## config.mk

```make
export PLATFORM = sky130hd
export DESIGN_NAME = ps2_mouse_cursor_tracker
export DESIGN_NICKNAME = d
export VERILOG_FILES = /design/src/sv/ps2mct_pkg.sv /design/src/sv/ps2_mouse_cursor_tracker.sv
export SDC_FILE = /design/constraint.sdc
export NUM_CORES = 1
export LEC_CHECK = 0
export BUFFER_PORTS_ARGS = -buffer_cell sky130_fd_sc_hd__buf_2
export CAP_MARGIN = 20
export CORE_ASPECT_RATIO = 0.8
export CORE_MARGIN = 4
export CORE_UTILIZATION = 55
export CTS_CLUSTER_DIAMETER = 100
export DETAILED_ROUTE_END_ITERATION = 16
export PLACE_DENSITY = 0.81
export RECOVER_POWER = 50
export SLEW_MARGIN = 25
export SYNTH_ARGS = -nofsm -noshare
export SYNTH_HDL_FRONTEND = slang
export SYNTH_SLANG_ARGS = --single-unit
```

## constraint.sdc

```tcl
create_clock -name clk -period 4.2 [get_ports clk]
set_input_delay 0.63 -clock clk [delete_from_list [all_inputs] [get_ports clk]]
set_output_delay 0.63 -clock clk [all_outputs]
set_load 0.005 [all_outputs]
```

## src/sv/ps2mct_pkg.sv

```systemverilog
package ps2mct_pkg;

    // Internal position width: holds any clamp limit up to 1023
    localparam int unsigned POS_W = 10;
    // Width of the signed move arithmetic: position plus or minus a 9-bit delta
    localparam int unsigned SUM_W = POS_W + 2;

    localparam logic [POS_W-1:0] RESET_X = POS_W'(160);
    localparam logic [POS_W-1:0] RESET_Y = POS_W'(100);

    // Byte 0 of a mouse packet
    localparam int unsigned BTN_LEFT_BIT  = 0;
    localparam int unsigned BTN_RIGHT_BIT = 1;
    localparam int unsigned X_SIGN_BIT    = 4;
    localparam int unsigned Y_SIGN_BIT    = 5;

    // Position of the next tagged byte within a packet
    localparam logic [1:0] BYTE_IDX_FIRST  = 2'd0;
    localparam logic [1:0] BYTE_IDX_SECOND = 2'd1;
    localparam logic [1:0] BYTE_IDX_LAST   = 2'd2;

    // Register map (word index taken from paddr[2])
    localparam int unsigned ADDR_W             = 3;
    localparam logic        REG_DRAWING_ENABLE = 1'b0;

    typedef struct packed {
        logic [8:0] cursor_x;
        logic [7:0] cursor_y;
        logic [8:0] line_from_x;
        logic [7:0] line_from_y;
        logic       moved;
        logic       draw_line;
        logic       left_held;
        logic       right_flag;
    } result_t;

endpackage

```

## src/sv/ps2_mouse_cursor_tracker.sv

```systemverilog
// PS/2 mouse cursor tracker. Takes one controller byte per transaction on the
// input channel; bytes with aux_flag low are dropped, and tagged bytes are
// grouped into three-byte mouse packets. Every completed packet yields exactly
// one result transaction: with the right button set it only raises the sticky
// right_flag output; otherwise, when drawing is enabled, the cursor moves by
// the 9-bit signed dx and the inverted dy, clamped to 0..MAX_X and 0..MAX_Y,
// the left button is recorded and draw_line requests a line from line_from to
// cursor while left is held. Sync and overflow bits of byte 0 are not checked.
// Writing the drawing_enable register (byte address 0) clears right_flag;
// write it only while no packet result is outstanding. Rate: one byte per
// cycle while in_stall is low. All packet work is a single add-and-clamp
// pass from the state registers into the result register, or into its skid
// entry while the receiver stalls the output. The result register is backed
// by one skid entry; in_stall rises only while that skid entry is full.
module ps2_mouse_cursor_tracker
    import ps2mct_pkg::*;
#(
    parameter int unsigned MAX_X = 319,
    parameter int unsigned MAX_Y = 199
)
(
    input  logic              clk,
    input  logic              rst_n,

    // Input channel
    input  logic              in_valid,
    output logic              in_stall,
    input  logic              aux_flag,
    input  logic [7:0]        data_byte,

    // Result channel
    output logic              out_valid,
    input  logic              out_stall,
    output logic [8:0]        cursor_x,
    output logic [7:0]        cursor_y,
    output logic [8:0]        line_from_x,
    output logic [7:0]        line_from_y,
    output logic              moved,
    output logic              draw_line,
    output logic              left_held,
    output logic              right_flag,

    // Configuration port
    input  logic              psel,
    input  logic              penable,
    input  logic              pwrite,
    input  logic [ADDR_W-1:0] paddr,
    input  logic [31:0]       pwdata,
    output logic [31:0]       prdata,
    output logic              pready
);

    // Clamp limits in the signed move arithmetic
    localparam logic signed [SUM_W-1:0] LIM_X = SUM_W'(MAX_X);
    localparam logic signed [SUM_W-1:0] LIM_Y = SUM_W'(MAX_Y);

    // Packet assembly and cursor state
    logic [1:0]       byte_idx_reg,   byte_idx_next;
    logic [7:0]       first_byte_reg, first_byte_next;
    logic [7:0]       second_byte_reg, second_byte_next;
    logic [POS_W-1:0] pos_x_reg,      pos_x_next;
    logic [POS_W-1:0] pos_y_reg,      pos_y_next;
    logic             left_reg,       left_next;
    logic             right_reg,      right_next;
    logic             draw_en_reg,    draw_en_next;

    // Result register and its skid entry
    logic             out_valid_reg,  out_valid_next;
    logic             skid_valid_reg, skid_valid_next;
    result_t          out_data_reg,   out_data_next;
    result_t          skid_data_reg,  skid_data_next;

    logic             in_accept;
    logic             out_pop;
    logic             cfg_wr;
    logic             res_new;
    result_t          res;

    logic signed [SUM_W-1:0] dx;
    logic signed [SUM_W-1:0] dy;
    logic signed [SUM_W-1:0] sum_x;
    logic signed [SUM_W-1:0] sum_y;
    logic [POS_W-1:0]        clamp_x;
    logic [POS_W-1:0]        clamp_y;

    // ------------------------------------------------------------------
    // Handshakes
    // ------------------------------------------------------------------
    assign in_stall  = skid_valid_reg;
    assign in_accept = in_valid && !in_stall;
    assign out_pop   = out_valid_reg && !out_stall;

    assign pready = 1'b1;
    assign cfg_wr = psel && penable && pwrite && pready && (paddr[2] == REG_DRAWING_ENABLE);

    always_comb
    begin
        prdata = '0;
        if (paddr[2] == REG_DRAWING_ENABLE)
        begin
            prdata = {31'd0, draw_en_reg};
        end
    end

    // ------------------------------------------------------------------
    // Move arithmetic: sign-extend the deltas with the byte 0 sign bits,
    // add dx, subtract dy (screen rows grow downward), then clamp.
    // ------------------------------------------------------------------
    assign dx = {{(SUM_W-8){first_byte_reg[X_SIGN_BIT]}}, second_byte_reg};
    assign dy = {{(SUM_W-8){first_byte_reg[Y_SIGN_BIT]}}, data_byte};

    assign sum_x = $signed({2'b00, pos_x_reg}) + dx;
    assign sum_y = $signed({2'b00, pos_y_reg}) - dy;

    always_comb
    begin
        priority if (sum_x < 0)
        begin
            clamp_x = '0;
        end
        else if (sum_x > LIM_X)
        begin
            clamp_x = LIM_X[POS_W-1:0];
        end
        else
        begin
            clamp_x = sum_x[POS_W-1:0];
        end

        priority if (sum_y < 0)
        begin
            clamp_y = '0;
        end
        else if (sum_y > LIM_Y)
        begin
            clamp_y = LIM_Y[POS_W-1:0];
        end
        else
        begin
            clamp_y = sum_y[POS_W-1:0];
        end
    end

    // ------------------------------------------------------------------
    // Packet assembly and state update
    // ------------------------------------------------------------------
    always_comb
    begin
        byte_idx_next    = byte_idx_reg;
        first_byte_next  = first_byte_reg;
        second_byte_next = second_byte_reg;
        pos_x_next       = pos_x_reg;
        pos_y_next       = pos_y_reg;
        left_next        = left_reg;
        right_next       = right_reg;
        draw_en_next     = draw_en_reg;
        res_new          = 1'b0;
        res              = '0;

        // Drawing enable write; any write to it drops the sticky right click
        if (cfg_wr)
        begin
            draw_en_next = pwdata[0];
            right_next   = 1'b0;
        end

        if (in_accept && aux_flag)
        begin
            unique case (byte_idx_reg)
                BYTE_IDX_FIRST:
                begin
                    first_byte_next = data_byte;
                    byte_idx_next   = BYTE_IDX_SECOND;
                end
                BYTE_IDX_SECOND:
                begin
                    second_byte_next = data_byte;
                    byte_idx_next    = BYTE_IDX_LAST;
                end
                default:
                begin
                    // Last byte of the packet (a stray index of 3 lands here too)
                    byte_idx_next = BYTE_IDX_FIRST;
                    res_new       = 1'b1;
                    res.moved     = 1'b0;
                    res.draw_line = 1'b0;

                    priority if (first_byte_reg[BTN_RIGHT_BIT])
                    begin
                        right_next = 1'b1;
                    end
                    else if (draw_en_reg)
                    begin
                        pos_x_next    = clamp_x;
                        pos_y_next    = clamp_y;
                        left_next     = first_byte_reg[BTN_LEFT_BIT];
                        res.moved     = 1'b1;
                        res.draw_line = first_byte_reg[BTN_LEFT_BIT];
                    end
                    else
                    begin
                        // Drawing disabled: hold position and left state
                    end

                    res.cursor_x    = pos_x_next[8:0];
                    res.cursor_y    = pos_y_next[7:0];
                    res.line_from_x = pos_x_reg[8:0];
                    res.line_from_y = pos_y_reg[7:0];
                    res.left_held   = left_next;
                    res.right_flag  = right_next;
                end
            endcase
        end
    end

    // ------------------------------------------------------------------
    // Result register with one skid entry behind it
    // ------------------------------------------------------------------
    always_comb
    begin
        out_valid_next  = out_valid_reg;
        skid_valid_next = skid_valid_reg;
        out_data_next   = out_data_reg;
        skid_data_next  = skid_data_reg;

        if (!out_valid_reg || out_pop)
        begin
            // Output slot frees up: drain the skid first, else take the new result
            if (skid_valid_reg)
            begin
                out_data_next   = skid_data_reg;
                out_valid_next  = 1'b1;
                skid_valid_next = 1'b0;
            end
            else if (res_new)
            begin
                out_data_next  = res;
                out_valid_next = 1'b1;
            end
            else
            begin
                out_valid_next = 1'b0;
            end
        end
        else if (res_new)
        begin
            // Output held by the receiver: park the new result
            skid_data_next  = res;
            skid_valid_next = 1'b1;
        end
    end

    always_ff @(posedge clk or negedge rst_n)
    begin
        if (!rst_n)
        begin
            byte_idx_reg    <= BYTE_IDX_FIRST;
            first_byte_reg  <= '0;
            second_byte_reg <= '0;
            pos_x_reg       <= RESET_X;
            pos_y_reg       <= RESET_Y;
            left_reg        <= 1'b0;
            right_reg       <= 1'b0;
            draw_en_reg     <= 1'b0;
            out_valid_reg   <= 1'b0;
            skid_valid_reg  <= 1'b0;
        end
        else
        begin
            byte_idx_reg    <= byte_idx_next;
            first_byte_reg  <= first_byte_next;
            second_byte_reg <= second_byte_next;
            pos_x_reg       <= pos_x_next;
            pos_y_reg       <= pos_y_next;
            left_reg        <= left_next;
            right_reg       <= right_next;
            draw_en_reg     <= draw_en_next;
            out_valid_reg   <= out_valid_next;
            skid_valid_reg  <= skid_valid_next;
        end
    end

    always_ff @(posedge clk)
    begin
        out_data_reg  <= out_data_next;
        skid_data_reg <= skid_data_next;
    end

    assign out_valid   = out_valid_reg;
    assign cursor_x    = out_data_reg.cursor_x;
    assign cursor_y    = out_data_reg.cursor_y;
    assign line_from_x = out_data_reg.line_from_x;
    assign line_from_y = out_data_reg.line_from_y;
    assign moved       = out_data_reg.moved;
    assign draw_line   = out_data_reg.draw_line;
    assign left_held   = out_data_reg.left_held;
    assign right_flag  = out_data_reg.right_flag;

endmodule

```

==> reports/metrics.yaml, run 1 <==
status:
  outcome: "finished with violations"
  violations: "capacitance limit, slew limit"
route:
  vias: 4313
  wl_um: 13500
  drt_first_pass_iters: 5
  detail_route.wl_per_cell_um: 17.9
  drc: 0
  viasPerCell: 5.73
  ant_nets: 0
  first_iter_violations: 319
global_route:
  antenna_found_initial: 0
  grt_pass1_vias: 4187
  grt_max_degree: 40
  grt_pass1_wl_um: 21300
  grt_use_total: 0.223
  overflow: 0
min_path:
  hold_depth: 2
  hold_end: "pos_x_reg[5]"
  hp-class: "register to register"
  hp-start: "pos_x_reg[5]"
layout:
  num-nets-final: 675
  multi_input_area_mm2: 0.00241
  final_cell_count_no_fill: 753
  largest_register_ff_count: 38
  antenna_cells: 0
  synthToLayoutAreaGrowth_pct: 15.4
  drive_above_1_share: 0.153
  finish.instance_area_mm2: 0.00686
  ff_latch_area_mm2: 0.00326
  n_fill_cell: 789
synth:
  synthTopCellsByArea: "edfxtp_1 (38%), dfrtp_1 (14%), nand2_1 (4.9%), ha_1 (4.6%), a21o_1 (4.2%)"
  ys_ff_latch: 115
  yosysTopAreaCell: "edfxtp_1"
  syn_area_mm2: 0.00594
  synth_cells: 533
  yosysWarningCount: 0
  synthArstFlopShare: 0.339
  ys_types: 61
  synthFlopType: "edfxtp_1"
  synth_edf_count: 76
  yosysSeqAreaShare: 0.550
  avgSynthCellArea_um2: 11.1
  synth_top_area_frac: 0.384
sta:
  finalMaxSlewViolations: 40
  clock.fmax_mhz: 271
  hold_viol_final: 0
  tightest_slew_ns: 2.12
  slew_headroom: -0.416
  finalSetupViolCount: 0
  rsz0062_at_grt: "false"
  post-route-period-util: 0.878
  skew_ns: 0.00771
  timing.setup.tns_ns: 0
  min_period_ns: 3.69
cts:
  cts_setup_buffers: 0
  clkLatencyLatePin_ns: 0.41
  cts_resized: 0
  cts_buffer_depth: 2
  htree_levels: 4
  clock_sinks: 115
  ctsHoldBuffers: 0
  root_buffer: "clkbuf_16"
  cts_buffers: 17
  cts_tree: "built"
  cts.reportedPaths.clkPinSlew_ns: 0.06
power:
  p_leak_nw: 3.09
  ir_worst_vdd_uv: 381
  power_density_mw_per_mm2: 657
critical_path:
  worstReg2RegEnd: "cursor_y[3]"
  critPathRequiredTime_ns: 4.42
  r2r-start: "pos_y_reg[0]"
  rr_worst_depth: 12
  critPathCaptureType: "register"
  rrSetupSlack_ns: 0.51
  path_class: "register to register"
  start_kind: "register"
  cp_max_fo: 9
  worstPathArrival_ns: 3.91
placed_design:
  placed_cell_area_mm2: 0.00628
  dp_cells: 720
  gp_congestion: 0.898
  dp_hpwl_um: 9060
  io_buffers: 58
floorplan:
  core-area_mm2: 0.0104
  die_height_um: 101
  core.rowCount: 33
  die_w_um: 124
  dieArea_mm2: 0.0125
  start_util: 0.571
  ios: 124
run:
  maxCapViolCount: 1
placed cells by master, fill, tap and decap left out, types with 4 or more instances in the layout:
| cell type | Yosys | layout |
|---|---|---|
| nor2b_1 | 4 | 4 |
| a2111oi_0 | 4 | 4 |
| xnor2_1 | 9 | 9 |
| clkbuf_1 | 12 | 27 |
| inv_6 | 0 | 6 |
| and2_0 | 0 | 16 |
| nand3_1 | 8 | 8 |
| dfrtp_1 | 34 | 34 |
| nor2_1 | 25 | 24 |
| mux2_2 | 5 | 5 |
| conb_1 | 2 | 32 |
| nand2_1 | 78 | 78 |
| inv_1 | 22 | 22 |
| o2bb2ai_1 | 5 | 5 |
| a21o_1 | 33 | 33 |
| xor2_1 | 6 | 6 |
| nand2b_1 | 4 | 4 |
| buf_2 | 1 | 30 |
| a31oi_1 | 12 | 12 |
| edfxtp_1 | 76 | 76 |
| dfstp_2 | 5 | 5 |
| o21a_1 | 8 | 8 |
| clkbuf_16 | 0 | 17 |
| ha_1 | 22 | 22 |
| buf_4 | 32 | 5 |
| o21ai_0 | 24 | 24 |
| o31ai_1 | 8 | 8 |
| a21oi_1 | 24 | 23 |
worst max-delay path, stage by stage, from the launching register on:
cell and delay (ns):
dfrtp_1 0.36, inv_1 0.11, ha_1 0.20, inv_1 0.06
fa_1 0.41, a211oi_1 0.47, o21bai_1 0.16, a21oi_1 0.19
xor2_1 0.34, nor3_1 0.16, nor3_4 0.44, nand4_1 0.27
a31oi_1 0.32
cell usage after synthesis (6+ instances only):
library cell,n
and2_1,17
ha_1,22
dfrtp_1,34
clkbuf_1,12
o21ai_0,24
xnor2_1,9
a21oi_1,24
a21o_1,33
buf_4,32
nand3_1,8
nor2_1,25
o21a_1,8
xor2_1,6
o31ai_1,8
nand2_1,78
edfxtp_1,76
a31oi_1,12
inv_1,22
worst max path at each step:
| stage | from | endpoint | slack [ns] | depth (start not counted) |
|---|---|---|---|---|
| final | pos_y_reg[0] | cursor_y[3] | 0.51 | 12 |
| after global routing | pos_y_reg[0] | cursor_y[3] | 0.25 | 12 |
| after CTS | pos_y_reg[0] | cursor_y[3] | 0.63 | 12 |
| after detailed placement | data_byte[0] | cursor_y[3] | 0.34 | 12 |
| after global placement | data_byte[0] | cursor_y[6] | 0.52 | 12 |
| after floorplan | aux_flag | cursor_x[0] | 0.57 | 5 |
layout make-up:
cell class,instances,share of cell area
sequential,115,0.476
clock inverter,15,0.0248
inverter,23,0.0126
timing repair buffer,65,0.0474
multi-input combinational,378,0.351
clock buffer,17,0.0620
tap,140,0.0255
metrics by stage:
stage	utilization	hold WS [ns]	setup WS, ns	total power [mW]
finish	0.659	0.468	0.512	4.50
global route	0.659	0.459	0.252	4.76
CTS	0.661	0.377	0.630	4.49
detailed placement	0.604	0.469	0.338	3.02
global placement	0.604	0.458	0.515	2.95
floorplan	-	0.334	0.569	2.67
layer usage:
metal / GRT usage / share of wire
met1: 0.313 / 0.44
met2: 0.337 / 0.45
met3: 0.0623 / 0.090
met4: 0.0707 / 0.020
met5: 0 / 0
where the power goes:
part	switching [mW]	internal, mW
clock network	0.553	0.890
logic	0.951	0.570
registers	0.139	1.40
total	1.64	2.86
logic make-up after synthesis:
family                   count (synthesis)  share of synthesized area
adder cells (fa/ha/maj)                 24                     0.0531
AND/OR/NAND/NOR                        156                      0.129
AO/OA/AOI/OAI                          143                      0.165
other                                    2                    0.00126
multiplexers                             7                     0.0128
flip-flops                             115                      0.550
buffers and inverters                   70                     0.0647
XOR/XNOR                                16                     0.0249
No activity file was read; power rests on OpenSTA's default activity.
==> run 2, diff against run 1 <==
--- a/config.mk
+++ b/config.mk
@@ -5,12 +5,14 @@
 export SDC_FILE = /design/constraint.sdc
 export NUM_CORES = 1
 export LEC_CHECK = 0
+export ABC_AREA = 1
 export BUFFER_PORTS_ARGS = -buffer_cell sky130_fd_sc_hd__buf_2
 export CAP_MARGIN = 20
 export CORE_ASPECT_RATIO = 0.8
 export CORE_MARGIN = 4
 export CORE_UTILIZATION = 55
 export CTS_CLUSTER_DIAMETER = 100
+export CTS_CLUSTER_SIZE = 40
 export DETAILED_ROUTE_END_ITERATION = 16
 export PLACE_DENSITY = 0.81
 export RECOVER_POWER = 50
==> reports/metrics.yaml, run 2 <==
cts:
  clock_sinks: 115
  cts_buffer_depth: 2
  cts_setup_buffers: 0
  cts_resized: 0
  cts_tree: "built"
  htree_levels: 4
  root_buffer: "clkbuf_16"
  cts_buffers: 17
  clkLatencyLatePin_ns: 0.41
  ctsHoldBuffers: 0
  cts.reportedPaths.clkPinSlew_ns: 0.06
layout:
  mostFrequentLayoutCells: "nand2_1 (192), inv_1 (89), edfxtp_1 (76)"
  multi_input_area_mm2: 0.00223
  largest_register_ff_count: 38
  finish.instance_area_mm2: 0.00687
  num-nets-final: 815
  drive_above_1_share: 0.113
  synthToLayoutAreaGrowth_pct: 14.2
  antenna_cells: 0
  ff_latch_area_mm2: 0.00326
  n_fill_cell: 843
  final_common_cell: "nand2_1"
synth:
  ys_types: 36
  avgSynthCellArea_um2: 8.92
  yosysSeqAreaShare: 0.542
  yosysTopAreaCell: "edfxtp_1"
  synth_top_area_frac: 0.379
  yosysWarningCount: 0
  synth.cells.most_frequent: "nand2_1 (192), inv_1 (88), edfxtp_1 (76)"
  synth_edf_count: 76
  synthArstFlopShare: 0.339
  ys_ff_latch: 115
  synthTopCellsByArea: "edfxtp_1 (38%), dfrtp_1 (14%), nand2_1 (12%), inv_1 (5.5%), o21ai_0 (4.7%)"
  synthFlopType: "edfxtp_1"
  syn_area_mm2: 0.00602
  synth.most_common_cell: "nand2_1"
  synth_cells: 675
route:
  first_iter_violations: 478
  drc: 0
  drt_first_pass_iters: 5
  wl_um: 14300
  vias: 4793
  ant_nets: 0
  viasPerCell: 5.37
  detail_route.wl_per_cell_um: 16.0
sta:
  clock.fmax_mhz: 338
  finalSetupViolCount: 0
  skew_ns: 0.00716
  hold_viol_final: 0
  post-route-period-util: 0.705
  rsz0062_at_grt: "false"
  tightest_slew_ns: 2.30
  min_period_ns: 2.96
  timing.setup.tns_ns: 0
  whs_ns: 0.452
  finalMaxSlewViolations: 40
  slew_headroom: -0.532
floorplan:
  core.rowCount: 33
  core-area_mm2: 0.0104
  die_height_um: 102
  start_util: 0.576
  ios: 124
  die_w_um: 125
  dieArea_mm2: 0.0127
run:
  maxCapViolCount: 1
critical_path:
  rrSetupSlack_ns: 1.24
  crit_start: "in_stall"
  r2r-start: "in_stall"
  cp_max_fo: 41
  critPathCapture: "skid_data_reg[34]"
  critPathRequiredTime_ns: 4.31
  crit_slowest_cell: "inv_1"
  path_class: "register to register"
  worstReg2RegEnd: "skid_data_reg[34]"
  path_cells: "inv_1, nand3_1, nor2_1, inv_1, nor2_4, buf_12"
  critPathCaptureType: "register"
  crit_top_cell: "inv_1"
  slowest_delay_ns: 0.73
  worstPathArrival_ns: 3.07
  start_kind: "register"
  rr_worst_depth: 6
min_path:
  hp-class: "input port to register"
status:
  outcome: "finished with violations"
  violations: "capacitance limit, slew limit"
placed_design:
  dp_hpwl_um: 9650
  gp_congestion: 0.972
  placed_cell_area_mm2: 0.00632
  io_buffers: 58
power:
  power_density_mw_per_mm2: 726
  p_leak_nw: 3.27
  ir_worst_vdd_uv: 392
global_route:
  overflow: 0
  grt_pass1_vias: 4592
  antenna_found_initial: 0
  grt_max_degree: 42
  grt_pass1_wl_um: 23000
  grt_use_total: 0.232
## run 2: where the power goes
part           switching, mW  total, mW  leakage (nW)  internal, mW
combinational           1.36       2.02          1.82         0.659
sequential             0.152       1.59          1.18          1.44
clock                  0.556       1.37         0.273         0.817
## run 2: kinds of logic after synthesis
kind of cell	synth area share
DFF	0.542
and+or+nand+nor	0.217
buffers and inverters	0.106
other	0.00125
AOI/OAI and AO/OA	0.0734
adders and majority gates	0.0524
xor gates and xnor gates	0.00728
## run 2: layout make-up
class	instances	area share
tap	140	0.0255
timing repair buffer	62	0.0441
clock buffer	17	0.0619
inverter	90	0.0492
multi-input combinational	454	0.325
sequential	115	0.475
clock inverter	15	0.0193
## run 2: metrics by stage
step | utilization | setup WS [ns] | instances | power, mW
finish | 0.658 | 1.24 | 893 | 4.98
global route | 0.658 | 1.04 | 893 | 5.35
CTS | 0.659 | 1.42 | 892 | 4.96
detailed placement | 0.605 | 1.21 | 860 | 3.56
global placement | 0.605 | 1.26 | 860 | 3.51
floorplan | - | 0.980 | 705 | 3.07
## run 2: how the worst min path moves through the flow
stage | depth (start not counted) | slack, ns | from | end
final | 3 | 0.45 | pwdata[0] | draw_en_reg
after global routing | 3 | 0.47 | pwdata[0] | draw_en_reg
after CTS | 1 | 0.39 | rst_n | second_byte_reg[7]
after detailed placement | 2 | 0.49 | first_byte_reg[0] | first_byte_reg[0]
after global placement | 2 | 0.48 | first_byte_reg[0] | first_byte_reg[0]
after floorplan | 0 | 0.33 | rst_n | byte_idx_reg[0]
## run 2: metal layers
metal  GRT usage  routed length [um]  up-vias
met2       0.355                6420      234
met3      0.0511                1360       19
met5           0                   0        -
li1            -                   -     2272
met4      0.0858                 209        0
met1       0.329                6330     2268
## run 2: critical path: cells and delay by family (launching register included)
| family | cells | cell delay [ns] |
|---|---|---|
| buffers and inverters | 3 | 1.05 |
| flip-flops | 1 | 0.38 |
| AND/OR/NAND/NOR | 3 | 1.21 |
